[config.mk]
export PLATFORM = sky130hd
export DESIGN_NAME = mf3_res_queue
export DESIGN_NICKNAME = d
export VERILOG_FILES = /design/src/rtl/mf3_pkg.sv /design/src/rtl/mf3_res_queue.sv
export SDC_FILE = /design/constraint.sdc
export NUM_CORES = 1
export LEC_CHECK = 0
export ABC_AREA = 1
export BUFFER_PORTS_ARGS = -buffer_cell sky130_fd_sc_hd__buf_2
export CAP_MARGIN = 40
export CORE_UTILIZATION = 61
export DETAILED_ROUTE_END_ITERATION = 8
export GPL_ROUTABILITY_DRIVEN = 0
export GPL_TIMING_DRIVEN = 0
export PLACE_DENSITY_LB_ADDON = 0.15
export SLEW_MARGIN = 20
export SYNTH_ARGS = -nofsm -noshare
export SYNTH_HDL_FRONTEND = slang
export SYNTH_SLANG_ARGS = --single-unit
[constraint.sdc]
create_clock -name clk -period 4 [get_ports clk]
set_clock_uncertainty 0.15 [all_clocks]
set_input_delay 0.2 -clock clk [delete_from_list [all_inputs] [get_ports clk]]
set_output_delay 0.2 -clock clk [all_outputs]
set_load 0.01 [all_outputs]
[src/rtl/mf3_pkg.sv]
`default_nettype none
// ----------------------------------------------------------------------------
// mf3_pkg: shared types and constants of the 3x3 median filter
// Register map codes, field widths and the records passed between modules.
// ----------------------------------------------------------------------------
package mf3_pkg;

  // Parameter defaults
  localparam int DEF_MAX_LINE_SAMPLES = 16384;
  localparam int DEF_MAX_CHANNELS     = 4;

  // Configuration port
  localparam int PADDR_W = 4;
  localparam int PDATA_W = 32;

  localparam logic [1:0] REG_IMAGE_WIDTH   = 2'd0;
  localparam logic [1:0] REG_IMAGE_HEIGHT  = 2'd1;
  localparam logic [1:0] REG_CHANNEL_COUNT = 2'd2;

  localparam int WIDTH_W   = 13;
  localparam int HEIGHT_W  = 13;
  localparam int CHANCFG_W = 3;
  localparam int CH_W      = 4;   // holds channel counts up to eight
  localparam int SIZE_W    = 17;  // holds samples per row up to 65536

  localparam logic [WIDTH_W-1:0]   RST_IMAGE_WIDTH   = 13'd640;
  localparam logic [HEIGHT_W-1:0]  RST_IMAGE_HEIGHT  = 13'd480;
  localparam logic [CHANCFG_W-1:0] RST_CHANNEL_COUNT = 3'd1;

  localparam int MAX_IMAGE_DIM = 4096;

  // Data path
  localparam int PIX_W = 8;
  localparam int COL_W = 3 * PIX_W;  // top, middle, bottom byte of one column
  localparam int ROW_W = 12;
  localparam int IDX_W = 14;

  // Result queue
  localparam int FIFO_DEPTH = 8;
  localparam int FIFO_AW    = 3;
  localparam int FIFO_CNT_W = 4;

  // Saturated frame geometry, plus the write strobe of the register port
  typedef struct packed {
    logic                wr;
    logic [WIDTH_W-1:0]  width;
    logic [HEIGHT_W-1:0] height;
    logic [CH_W-1:0]     chans;
    logic [SIZE_W-1:0]   size;
  } geom_t;

  // One queue entry: the results caused by one input word
  typedef struct packed {
    logic [PIX_W-1:0] med0;
    logic [PIX_W-1:0] med1;
    logic [ROW_W-1:0] row;
    logic [IDX_W-1:0] idx0;
    logic [IDX_W-1:0] idx1;
    logic             two;
    logic             eof;
  } res_t;

endpackage
`default_nettype wire

[src/rtl/mf3_res_queue.sv]
`default_nettype none
// ----------------------------------------------------------------------------
// mf3_res_queue: result queue
// One entry per input word that gave results; a two-result entry is sent
// as two words on the output channel.
// ----------------------------------------------------------------------------
module mf3_res_queue (
  input  wire logic                             clk,
  input  wire logic                             rst_n,
  input  wire logic                             push,
  input  mf3_pkg::res_t                         push_data,
  output logic      [mf3_pkg::FIFO_CNT_W-1:0]   count,
  output logic                                  out_valid,
  input  wire logic                             out_stall,
  output logic      [mf3_pkg::PIX_W-1:0]        out_median,
  output logic      [mf3_pkg::ROW_W-1:0]        out_row,
  output logic      [mf3_pkg::IDX_W-1:0]        out_index,
  output logic                                  out_end_of_frame,
  output logic                                  out_last_of_step
);

  mf3_pkg::res_t                   mem_r [mf3_pkg::FIFO_DEPTH];
  logic [mf3_pkg::FIFO_AW-1:0]     wr_ptr_r;
  logic [mf3_pkg::FIFO_AW-1:0]     rd_ptr_r;
  logic [mf3_pkg::FIFO_CNT_W-1:0]  count_r;
  logic                            phase_r;

  mf3_pkg::res_t                   head;
  logic                            pop_word;
  logic                            pop_entry;

  assign head      = mem_r[rd_ptr_r];
  assign out_valid = (count_r != '0);
  assign pop_word  = out_valid && !out_stall;
  assign pop_entry = pop_word && (phase_r || !head.two);
  assign count     = count_r;

  always_ff @(posedge clk) begin
    if (push) begin
      mem_r[wr_ptr_r] <= push_data;
    end
  end

  always_ff @(posedge clk) begin
    if (!rst_n) begin
      wr_ptr_r <= '0;
      rd_ptr_r <= '0;
      count_r  <= '0;
      phase_r  <= 1'b0;
    end else begin
      if (push) wr_ptr_r <= wr_ptr_r + 1'b1;
      if (pop_entry) rd_ptr_r <= rd_ptr_r + 1'b1;
      // advance to the second result of the entry, or drop the entry
      if (pop_word) phase_r <= !pop_entry;
      count_r <= count_r + mf3_pkg::FIFO_CNT_W'(push) - mf3_pkg::FIFO_CNT_W'(pop_entry);
    end
  end

  always_comb begin
    out_row = head.row;
    if (phase_r) begin
      out_median       = head.med1;
      out_index        = head.idx1;
      out_end_of_frame = head.eof;
      out_last_of_step = 1'b1;
    end else begin
      out_median       = head.med0;
      out_index        = head.idx0;
      out_end_of_frame = head.eof && !head.two;
      out_last_of_step = !head.two;
    end
  end

endmodule
`default_nettype wire

* After elaboration in Yosys (flattened, before gate mapping)
Memories as Yosys holds them, arrays and structs flattened. A register that Yosys moved wholly into a read port is not among the register bits.
Cells that the tools add are included.
** Storage, ports and cells
- Register bits :: 11
- Bits in writable memories :: 464
- Memories kept :: 1
- Output and inout bits :: 41
- Bits in read-only memories :: 0
- Latch bits :: 0
** Cells by class
- Shift-type cells :: 0
- $mul :: 0
- Add/sub/neg operators :: 4
- Reductions and logical operators :: 8
- Eq/ne operators :: 0
- Multiplexer cells :: 8
- Bitwise logic cells :: 0
- Div/mod/pow operators :: 0
- Magnitude comparators :: 0
** Memory list
- mem_r :: depth 8, width 58, read ports 1, clocked after Yosys merged registers in 1, write ports 1, line mf3_res_queue.sv:22 : mf3_pkg::res_t mem_r [mf3_pkg::FIFO_DEPTH];
** Operators by type and width (count)
- two-way mux 14 bit :: 1
- two-way mux 8 bit :: 1
- adder 3 x 1 -> 3 bit, second input constant :: 2
- two-way mux 3 bit :: 2
- adder 4 x 1 -> 4 bit :: 1
- two-way mux 1 bit :: 4
- nonzero test 4 bit :: 1
- subtractor 4 x 1 -> 4 bit :: 1
- logical AND 1 bit :: 3
- zero test 1 bit :: 3
- logical OR 1 bit :: 1

* Depth between registers and ports, before layout
Gate-level depths: netlist of run 1.
- Word-level depth :: 5
- Gate-level depth with buffers :: 17
- Depth with buffers taken out :: 15

* Worst setup path after synthesis of run 1
OpenSTA, ideal clock, no wires.
- Kind :: register to register
- From :: reg wr_ptr_r[0] (netlist bit)
- To :: mem mem_r[0][0] (netlist bit), enable pin
- Slack :: 0.289 ns
- Path buffers :: 0
- Period minus slack after synthesis :: 3.711 ns
- Cell stages (with the launch flop) :: 3
- Data required time :: 3.376 ns
- Arrival :: 3.087 ns
- Cell sequence :: dfxtp_1 > or2_2 > nor2_1
** RTL lines
- start: declaration :: line mf3_res_queue.sv:23 : logic [mf3_pkg::FIFO_AW-1:0] wr_ptr_r;
- start signal: assignment :: line mf3_res_queue.sv:51 : if (push) wr_ptr_r <= wr_ptr_r + 1'b1;
- end: declaration :: line mf3_res_queue.sv:22
No word-level cell before the write port.

==> summary.md, run 1 <==
| Metric | Value |
|---|---|
| Outcome | `finished clean` |
| Global route overflow | `0` |
| Final max-slew violation count | `0` |
| Final Util | `0.752` |
| Area post-placement | `20300 um^2` |
| I/O pin cnt | `103` |
| Least-Margin Pin Slew | `0.898 ns` |
| Post-route ant nets | `0` |
| Via density | `6.37` |
| RSZ-0062 raised after global routing | `no` |
| CP max stage delay | `0.70 ns` |
| Syn Inst Count | `1377` |
| Post-CTS setup buffer count | `0` |
| Leakage power | `7.72 nW` |
| Maximum VDD drop | `0.477 mV` |
| Synthesized area | `about 19000 um^2` |
| Pin count of the biggest net entering global routing | `22` |
| Max Cap Viol | `0` |
| Reg2Reg Setup Slack | `1.11 ns` |
| Buffers added on ports | `between 100 and 150` |
| CTS buffer count | `47` |
| Filler cell count | `1830` |
| Delay-heaviest family, CP | `buffers and inverters` |
| Post-synth cell types | `24` |
| Layout Nets | `1688` |
| Worst skew pair latency | `between 0.5 and 0.6 ns` |
| Syn avg cell area | `13.6 um^2` |
| Slowest stage cell, crit path | `clkbuf_1` |
| Layout cell share with drive strength beyond 1 | `0.149` |
| Wirelength per Cell | `25.4 um` |
| WS Path Type | `reg -> out` |
| End of the critical path | `out_median[0]` |
| R2R cell count | `16` |
| TritonCTS clock tree | `done` |
| Crit-path cells | `clkbuf_1 > clkbuf_1 > o211ai_1 > o211ai_1 > nand2_1 > buf_2` |
| Critical Path Stages | `6` |
| Initial Utilization | `0.625` |
| Vias in the first global route | `12818` |
| Placed cell count | `1893` |
| Top cells by area, synth | `edfxtp_1 75%, o21ai_0 5.9%, nor2_1 5.3%, o221ai_1 2.0%, o211ai_1 1.8%` |
| Die Y-Extent | `177 um` |
| Detailed placer's ending HPWL | `32.6 mm` |
| R2R Path End | `count[2]` |
| Area of the die | `~31000 um^2` |
| Crit path arrival time | `roughly 3 ns` |
| Design area | `22500 um^2` |
| Min-Delay Path Class | `in -> reg` |
| Type of element capturing the critical path | `output pin` |
| Tcrit/Tclk final | `0.836` |
| Data required, critical path | `3.65 ns` |
| PwrDens | `slightly above 600 nW/um^2` |
| Core Area | `approximately 30000 um^2` |
| Antenna violations before repair | `1` |
| Rows | `63` |
| Initial drt markers | `a little under 2000` |
| Depth of the CTS H-tree | `2` |
| Syn_nets | `around 1400` |
| Root Buffer | `clkbuf_16` |
| P&R area growth vs syn | `20.2%` |
| TritonCTS Sinks | `~480` |
| Share of the synthesized area in the top cell type | `0.746` |
| Finished Layout Cells | `2045` |
| Global-route wire length before repair | `between 70 and 80 mm` |
| Clock Tree Buf Depth | `3` |
| DRC | `0` |
| Routed WL | `52.0 mm` |
| Clk pin slew, worst setup/hold paths | `0.06 ns` |
| Number of synthesized register bits | `~480` |
| Post-CTS Resized | `0` |
| CP max FO | `10` |
| CP startpoint kind | `flip-flop` |
| Hold violation count in the final report | `0` |
| Syn. warnings | `0` |
| DIE WIDTH | `between 150 and 200 um` |
| Worst path buffer plus inverter count | `3` |
| Final setup violation count | `0` |
| Register area share after synthesis | `0.761` |
| DRT Pass-1 Iters | `5` |
| Max frequency | `299 MHz` |
| Hold WS | `0.0184 ns` |
| Via count | `roughly 13000` |
| Minimum clock period | `about 3.3 ns` |
| GRT Overall Usage | `0.337` |
| Hold_sp | `out_stall` |
| Worst slew margin | `0.401` |
| Post-synth top area cell | `edfxtp_1` |
[worst min path at each step]
stage | endpoint | cells after the start | slack [ns]
2_1_floorplan | mem_r[0][0] | 0 | 0.15
3_3_place_gp | mem_r[0][42] | 1 | 0.31
3_5_place_dp | mem_r[2][24] | 1 | 0.32
4_1_cts | phase_r | 7 | 0.008
5_1_grt | flip-flop | 6 | 0.04
6_report | phase_r | 7 | 0.02
[layer usage]
layer / wire length, um / up-vias / GRT usage
met5: 0 / - / 0
met4: 1900 / 0 / 0.140
met3: 6180 / 127 / 0.0653
met2: 24700 / 931 / 0.533
met1: 19300 / 6347 / 0.462
li1: - / 5623 / -
[power by group]
group | total [mW] | internal, mW | switching [mW]
logic | 3.90 | 1.20 | 2.69
clock network | 4.20 | 2.41 | 1.79
registers | 5.70 | 5.64 | 0.0597
total | 13.8 | 9.26 | 4.54
[layout by cell type (no fill, tap or decap), types with 15 or more instances in the layout]
master and count:
o22ai_1 44, o21ai_1 15, edfxtp_1 464, o221ai_1 42
buf_2 123, nor2_1 254, o21ai_0 222, nand3_1 31
dlygate4sd3_1 61, clkbuf_1 58, o211ai_1 46, clkinv_1 16
inv_1 31, nand2_1 86, clkbuf_16 49, buf_6 18
[logic make-up after synthesis]
| group | synth area share |
|---|---|
| compound gates | 0.120 |
| flops | 0.761 |
| simple gates | 0.0795 |
| xor+xnor | 0.000469 |
| buf+inv | 0.0337 |
| fa+ha+maj | 0.00576 |
[registers in the layout, summed over array words and instances (netlist names), named ones only]
name and cells:
count 4, phase_r 1, wr_ptr_r 3, mem_r 464
rd_ptr_r 3
[layout make-up]
class	count	area [um^2]	area share
timing repair buffer	192	1770	0.0789
buffer	93	502	0.0223
sequential	478	14200	0.633
multi-input combinational	772	3900	0.174
clock inverter	27	194	0.00863
inverter	34	128	0.00568
antenna	2	5.00	0.000223
tap	390	488	0.0217
clock buffer	57	1260	0.0559
[repair_timing]
action                                  4_1_cts  5_1_grt
endpoints found under the setup margin        0        0
hold endpoints to repair                    478        0
hold buffers                                 61        0
[Yosys cell counts, drive strengths merged]
library cell,n
inv,33
nand2,86
o221ai,42
dfxtp,14
a21oi,13
clkinv,1
clkbuf,51
o21ai,237
nor2,262
o211ai,46
ha,7
buf,42
o22ai,44
xor2,1
edfxtp,464
or2,1
nand3,32
fa,1
[through the flow]
stage	power, mW	worst slack (ns)	setup TNS, ns
floorplan	7.94	0.289	0
global placement	9.38	-2.31	-957.91
detailed placement	9.51	1.14	0
CTS	13.7	0.695	0
global route	14.3	0.584	0
finish	13.8	0.657	0
[tightest hold or removal path, stage by stage]
cell and delay, ns:
buf_2 0.07, inv_1 0.03, nand2_1 0.07, inv_1 0.10, nand2_1 0.08, inv_1 0.05, nor2_1 0.08
(Power assumes the default switching activity.)
==> run 2: changes to the inputs <==
--- a/config.mk
+++ b/config.mk
@@ -5,10 +5,10 @@
 export SDC_FILE = /design/constraint.sdc
 export NUM_CORES = 1
 export LEC_CHECK = 0
-export ABC_AREA = 1
+export ABC_AREA = 0
 export BUFFER_PORTS_ARGS = -buffer_cell sky130_fd_sc_hd__buf_2
 export CAP_MARGIN = 40
-export CORE_UTILIZATION = 61
+export CORE_UTILIZATION = 55
 export DETAILED_ROUTE_END_ITERATION = 8
 export GPL_ROUTABILITY_DRIVEN = 0
 export GPL_TIMING_DRIVEN = 0
==> constraint.sdc (replaced) <==
create_clock -name clk -period 2.74 [get_ports clk]
set_clock_uncertainty 0.15 [all_clocks]
set_input_delay 0.137 -clock clk [delete_from_list [all_inputs] [get_ports clk]]
set_output_delay 0.137 -clock clk [all_outputs]
set_load 0.01 [all_outputs]
==> summary.md, run 2 <==
| Metric | Value |
|---|---|
| Post-route setup TNS | `-0.677 ns` |
| Top cells by area, synth | `edfxtp_1 77%, mux4_2 16%, dfxtp_1 1.5%, nand2_1 0.95%, mux4_1 0.58%` |
| Data required, critical path | `2.45 ns` |
| Failing checks | `setup timing` |
| Worst hold endpoint | `mem_r[3][41]` |
| Post-synth cell types | `36` |
| Hold Path Depth | `2` |
| Syn. warnings | `0` |
| Die Y-Extent | `184 um` |
| Filler cell count | `around 2000` |
| Core Area | `about 33000 um^2` |
| Hold WS | `between 0.2 and 0.25 ns` |
| Leakage power | `7.31 nW` |
| Type of element capturing the critical path | `output pin` |
| Number of synthesized register bits | `~480` |
| Initial drt markers | `765` |
| Clk pin slew, worst setup/hold paths | `0.06 ns` |
| Layout Nets | `1100` |
| Rows | `between 60 and 70` |
| Synth cell count leaders | `464 x edfxtp_1, 133 x mux4_2, 46 x nand2_1` |
| Share of the synthesized area in the top cell type | `0.765` |
| Root Buffer | `clkbuf_16` |
| I/O pin cnt | `103` |
| Synth Flop Type | `edfxtp_1` |
| Layout cell share with drive strength beyond 1 | `0.370` |
| Pin count of the biggest net entering global routing | `22` |
| PwrDens | `858 nW/um^2` |
| CTS buffer count | `46` |
| Via count | `8922` |
| Buffers added on ports | `101` |
| R2R cell count | `12` |
| Detailed placer's ending HPWL | `24.5 mm` |
| Tcrit/Tclk final | `1.03` |
| R2R Path End | `count[3]` |
| P&R area growth vs syn | `23.4%` |
| Max Used Layer | `met5` |
| Area of the die | `33800 um^2` |
| Post-route ant nets | `0` |
| Worst setup margin | `-0.0763 ns` |
| DRC | `0` |
| Most common cell in the netlist | `edfxtp_1` |
| DR WL met3 | `roughly 2.4 mm` |
| Worst skew pair latency | `0.54 ns` |
| GRT Overall Usage | `0.242` |
| Syn avg cell area | `about 24 um^2` |
| Placed cell count | `1347` |
| WS Path Type | `reg -> out` |
| Antenna Cells | `0` |
| Ys async rst share | `0` |
| Syn_nets | `840` |
| Vias in the first global route | `9473` |
| Most frequent cells in the layout | `464 x edfxtp_1, 136 x mux4_2, 91 x buf_2` |
| Least-Margin Pin Slew | `0.635 ns` |
| Hold_sp | `push_data[41]` |
| Final setup violation count | `17` |
| Via density | `5.94` |
| Global route overflow | `0` |
| RSZ-0062 raised after global routing | `yes` |
| Finished Layout Cells | `1501` |
| Met2 WL | `20.5 mm` |
| Power, Total | `~19 mW` |
| DRT Pass-1 Iters | `5` |
| Routed WL | `39.5 mm` |
| WL met1 | `15.7 mm` |
| Hold violation count in the final report | `0` |
| Commonest non-fill, non-tap cell in the layout | `edfxtp_1` |
| TritonCTS Sinks | `478` |
| Reg2Reg Setup Slack | `0.03 ns` |
| DIE WIDTH | `around 180 um` |
| Max frequency | `355 MHz` |
| Outcome | `finished with violations` |
| CP max FO | `8` |
| Syn Inst Count | `770` |
| Clock Tree Buf Depth | `3` |
| Maximum VDD drop | `0.528 mV` |
| Post-synth EDFFs | `464` |
| Max Cap Viol | `0` |
| Crit path arrival time | `2.53 ns` |
| CP startpoint kind | `flip-flop` |
| Most flop-heavy register | `mem_r` |
| Post-synth top area cell | `edfxtp_1` |
| Final Util | `0.690` |
| Worst slew margin | `0.576` |
| Largest register FFs | `464` |
| TritonCTS clock tree | `done` |
| Depth of the CTS H-tree | `2` |
| Final max-slew violation count | `0` |
| Minimum clock period | `2.82 ns` |
| Initial Utilization | `0.560` |
| Antenna violations before repair | `1` |
| Synthesized area | `18200 um^2` |
| Global-route wire length before repair | `58.6 mm` |
| Wirelength per Cell | `approximately 26 um` |
| Register area share after synthesis | `0.781` |
| Min-Delay Path Class | `in -> reg` |
[run 2: changes by cell type after synthesis, sizes merged, moves of 18 or more]
cell,before,now
mux4,0,137
o22ai,44,0
clkbuf,51,12
o211ai,46,1
o221ai,42,0
o21ai,237,1
nand3,32,1
nor2,262,10
buf,42,24
nand2,86,46
inv,33,11
[run 2: stage by stage]
| stage | area (um^2) | setup WS [ns] |
|---|---|---|
| 5_1_grt | 22500 | -0.120 |
| 2_1_floorplan | 18200 | -0.865 |
| 3_5_place_dp | 20000 | -0.298 |
| 6_report | 22500 | -0.0763 |
| 4_1_cts | 22300 | -0.118 |
| 3_3_place_gp | 19300 | -3.59 |
[run 2: worst max path at each step]
stage	slack, ns	cells after the start	to	startpoint
6_report	-0.08	6	out_median[4]	flip-flop
5_1_grt	-0.12	5	out_index[13]	flip-flop
4_1_cts	-0.12	12	count[2]	flip-flop
3_5_place_dp	-0.30	12	count[2]	flip-flop
3_3_place_gp	-3.59	2	mem_r[3][43]	wr_ptr_r[0]
2_1_floorplan	-0.87	2	mem_r[1][0]	wr_ptr_r[0]
[run 2: layer usage]
layer / vias up / track usage
met1: 4690 / 0.325
met2: 365 / 0.415
met3: 79 / 0.0388
met5: - / 0
met4: 2 / 0.0670
li1: 3786 / -
[run 2: critical path, stage by stage (launching register included)]
cell and delay [ns]:
dfxtp_4 0.37, buf_8 0.14, buf_12 0.15, buf_12 0.14
mux4_2 0.50, mux4_2 0.54, buf_6 0.15
[run 2: layout make-up]
type / count / area (um^2) / share of cell area
plain buffers: 34 / 319 / 0.0142
clock buffers: 60 / 1220 / 0.0545
clock inverters: 17 / 205 / 0.00914
inverters: 11 / 41.3 / 0.00184
multi-input cells: 245 / 3850 / 0.172
flip-flops and latches: 478 / 14200 / 0.633
well taps: 442 / 553 / 0.0246
repair buffers: 214 / 2050 / 0.0911
[run 2: kinds of logic after synthesis]
group           Yosys count  share of synthesized area
flops                   478                      0.781
xor+xnor                  4                    0.00192
buf+inv                  47                     0.0139
mux                     140                      0.172
simple gates             84                     0.0217
fa+ha+maj                 8                    0.00591
compound gates            9                    0.00392
[run 2: where the power goes]
part | leakage (nW) | switching (mW) | total, mW | internal, mW
sequential | 4.33 | 0.0892 | 8.35 | 8.26
combinational | 2.30 | 2.23 | 4.85 | 2.63
clock | 0.688 | 2.47 | 6.06 | 3.59
total | 7.31 | 4.79 | 19.3 | 14.5
[run 2: what timing repair did]
item                                    in CTS  in global routing
hold endpoints to repair                   475                  0
cloned                                       2                  1
endpoints found under the setup margin      37                 29
buffers inserted                             6                  9
hold buffers                                63                  0
pin swaps                                    2                  6
gates resized for setup                     57                 38
==> run 3: changes to the inputs <==
--- a/config.mk
+++ b/config.mk
@@ -6,8 +6,10 @@
 export NUM_CORES = 1
 export LEC_CHECK = 0
 export ABC_AREA = 0
+export ABC_CLOCK_PERIOD_IN_PS = 2740
 export BUFFER_PORTS_ARGS = -buffer_cell sky130_fd_sc_hd__buf_2
 export CAP_MARGIN = 40
+export CORE_MARGIN = 2
 export CORE_UTILIZATION = 55
 export DETAILED_ROUTE_END_ITERATION = 8
 export GPL_ROUTABILITY_DRIVEN = 0
==> summary.md, run 3 (synthesis gave the netlist of run 2 again) <==
| Metric | Value |
|---|---|
| Max Cap Viol | `0` |
| Via density | `5.90` |
| Wirelength per Cell | `26.1 um` |
| Post-route setup TNS | `-1.09 ns` |
| TritonCTS clock tree | `done` |
| Depth of the CTS H-tree | `2` |
| DRT Pass-1 Iters | `5` |
| Detailed placer's ending HPWL | `24.6 mm` |
| Data required, critical path | `~2.5 ns` |
| Clk pin slew, worst setup/hold paths | `0.06 ns` |
| WS Path Type | `reg -> out` |
| CP startpoint kind | `flip-flop` |
| Die Y-Extent | `~190 um` |
| TritonCTS Sinks | `478` |
| Max frequency | `approximately 350 MHz` |
| Core Area | `between 30000 and 40000 um^2` |
| Most flop-heavy register | `mem_r` |
| Maximum VDD drop | `0.711 mV` |
| Final max-slew violation count | `0` |
| Worst setup margin | `-0.0982 ns` |
| CP max FO | `8` |
| Worst slew margin | `0.526` |
| Global route overflow | `0` |
| Buffers added on ports | `101` |
| Crit path arrival time | `2.55 ns` |
| Layout Nets | `1103` |
| Via count | `approximately 8900` |
| Minimum clock period | `between 2 and 3 ns` |
| Hold violation count in the final report | `0` |
| DP Worst Slack | `-0.356 ns` |
| GRT Overall Usage | `0.236` |
| Post-route ant nets | `0` |
| Failing checks | `setup timing` |
| Pin count of the biggest net entering global routing | `21` |
| Commonest non-fill, non-tap cell in the layout | `edfxtp_1` |
| Area of the die | `34600 um^2` |
| CTS buffer count | `47` |
| Clock Tree Buf Depth | `3` |
| RSZ-0062 raised after global routing | `yes` |
| Final setup violation count | `21` |
| Leakage power | `about 7.4 nW` |
| Area post-placement | `20000 um^2` |
| Routed WL | `39.5 mm` |
| Outcome | `finished with violations` |
| DRC | `0` |
| Global-route wire length before repair | `58.0 mm` |
| Rows | `66` |
| PwrDens | `slightly below 900 nW/um^2` |
| Design area | `approximately 23000 um^2` |
| P&R area growth vs syn | `24.5%` |
| Type of element capturing the critical path | `output pin` |
| Worst skew pair latency | `~0.54 ns` |
| Least-Margin Pin Slew | `0.710 ns` |
| Largest register FFs | `464` |
| Initial Utilization | `0.560` |
| Antenna violations before repair | `1` |
| Tcrit/Tclk final | `1.04` |
| DIE WIDTH | `186 um` |
| I/O pin cnt | `103` |
| Initial drt markers | `1009` |
| Most frequent cells in the layout | `464 x edfxtp_1, 137 x mux4_2, 91 x buf_2` |
| Layout cell share with drive strength beyond 1 | `0.386` |
| Min-Delay Path Class | `in -> reg` |
| Root Buffer | `clkbuf_16` |
| Vias in the first global route | `9404` |
## run 3: what timing repair did
| action | 4_1_cts | 5_1_grt |
|---|---|---|
| resized for setup | 73 | 34 |
| hold buffers | 61 | 0 |
| endpoints found under the setup margin | 37 | 33 |
| pin swaps | 2 | 8 |
| endpoints found under the hold margin | 475 | 0 |
| cloned | 2 | 2 |
| setup buffers | 7 | 5 |
## run 3: worst max-delay path, cell delays in order, from the launching register on
cell and delay, ns:
dfxtp_4 0.37, buf_8 0.13, buf_12 0.16, buf_16 0.15, mux4_2 0.51, mux4_2 0.53
buf_6 0.15
## run 3: cell type report
type	instances	area [um^2]
timing repair buffer	214	2060
buffer	36	397
antenna	1	2.50
multi-input combinational	245	3880
sequential	478	14200
clock inverter	25	229
fill	1970	9880
tap	442	553
clock buffer	62	1270
inverter	11	43.8
## run 3: worst paths after layout
path	start	to	slack, ns	depth (start not counted)
worst max-delay path	flip-flop	out_index[11]	-0.1	6
worst min-delay path	push_data[38]	mem_r[2][38]	0.23	2
worst max register to register	flip-flop	count[2]	-0.04	13
worst min register to register	rd_ptr_r[1]	flip-flop	0.45	2
## run 3: per-stage QoR
step / total power, mW / hold WS [ns] / utilization / instances
2_1_floorplan: 11.3 / 0.0859 / - / 770
3_3_place_gp: 12.5 / 0.233 / 0.593 / 1313
3_5_place_dp: 12.7 / 0.255 / 0.615 / 1349
4_1_cts: 19.5 / 0.218 / 0.690 / 1506
5_1_grt: 20.4 / 0.245 / 0.696 / 1514
6_report: 19.7 / 0.234 / 0.696 / 1514
## run 3: routing by layer
metal / routed length (um) / part of all wire / vias up / GRT usage
li1: - / - / 3785 / -
met1: 15300 / 0.39 / 4686 / 0.320
met2: 20400 / 0.52 / 398 / 0.400
met3: 2840 / 0.072 / 68 / 0.0391
met4: 920 / 0.023 / 0 / 0.0721
met5: 0 / 0 / - / 0
## run 3: where the power goes
group	internal (mW)	total [mW]	switching, mW
Clock	3.65	6.21	2.56
Combinational	2.82	5.12	2.30
Sequential	8.26	8.35	0.0891
Total	14.7	19.7	4.95
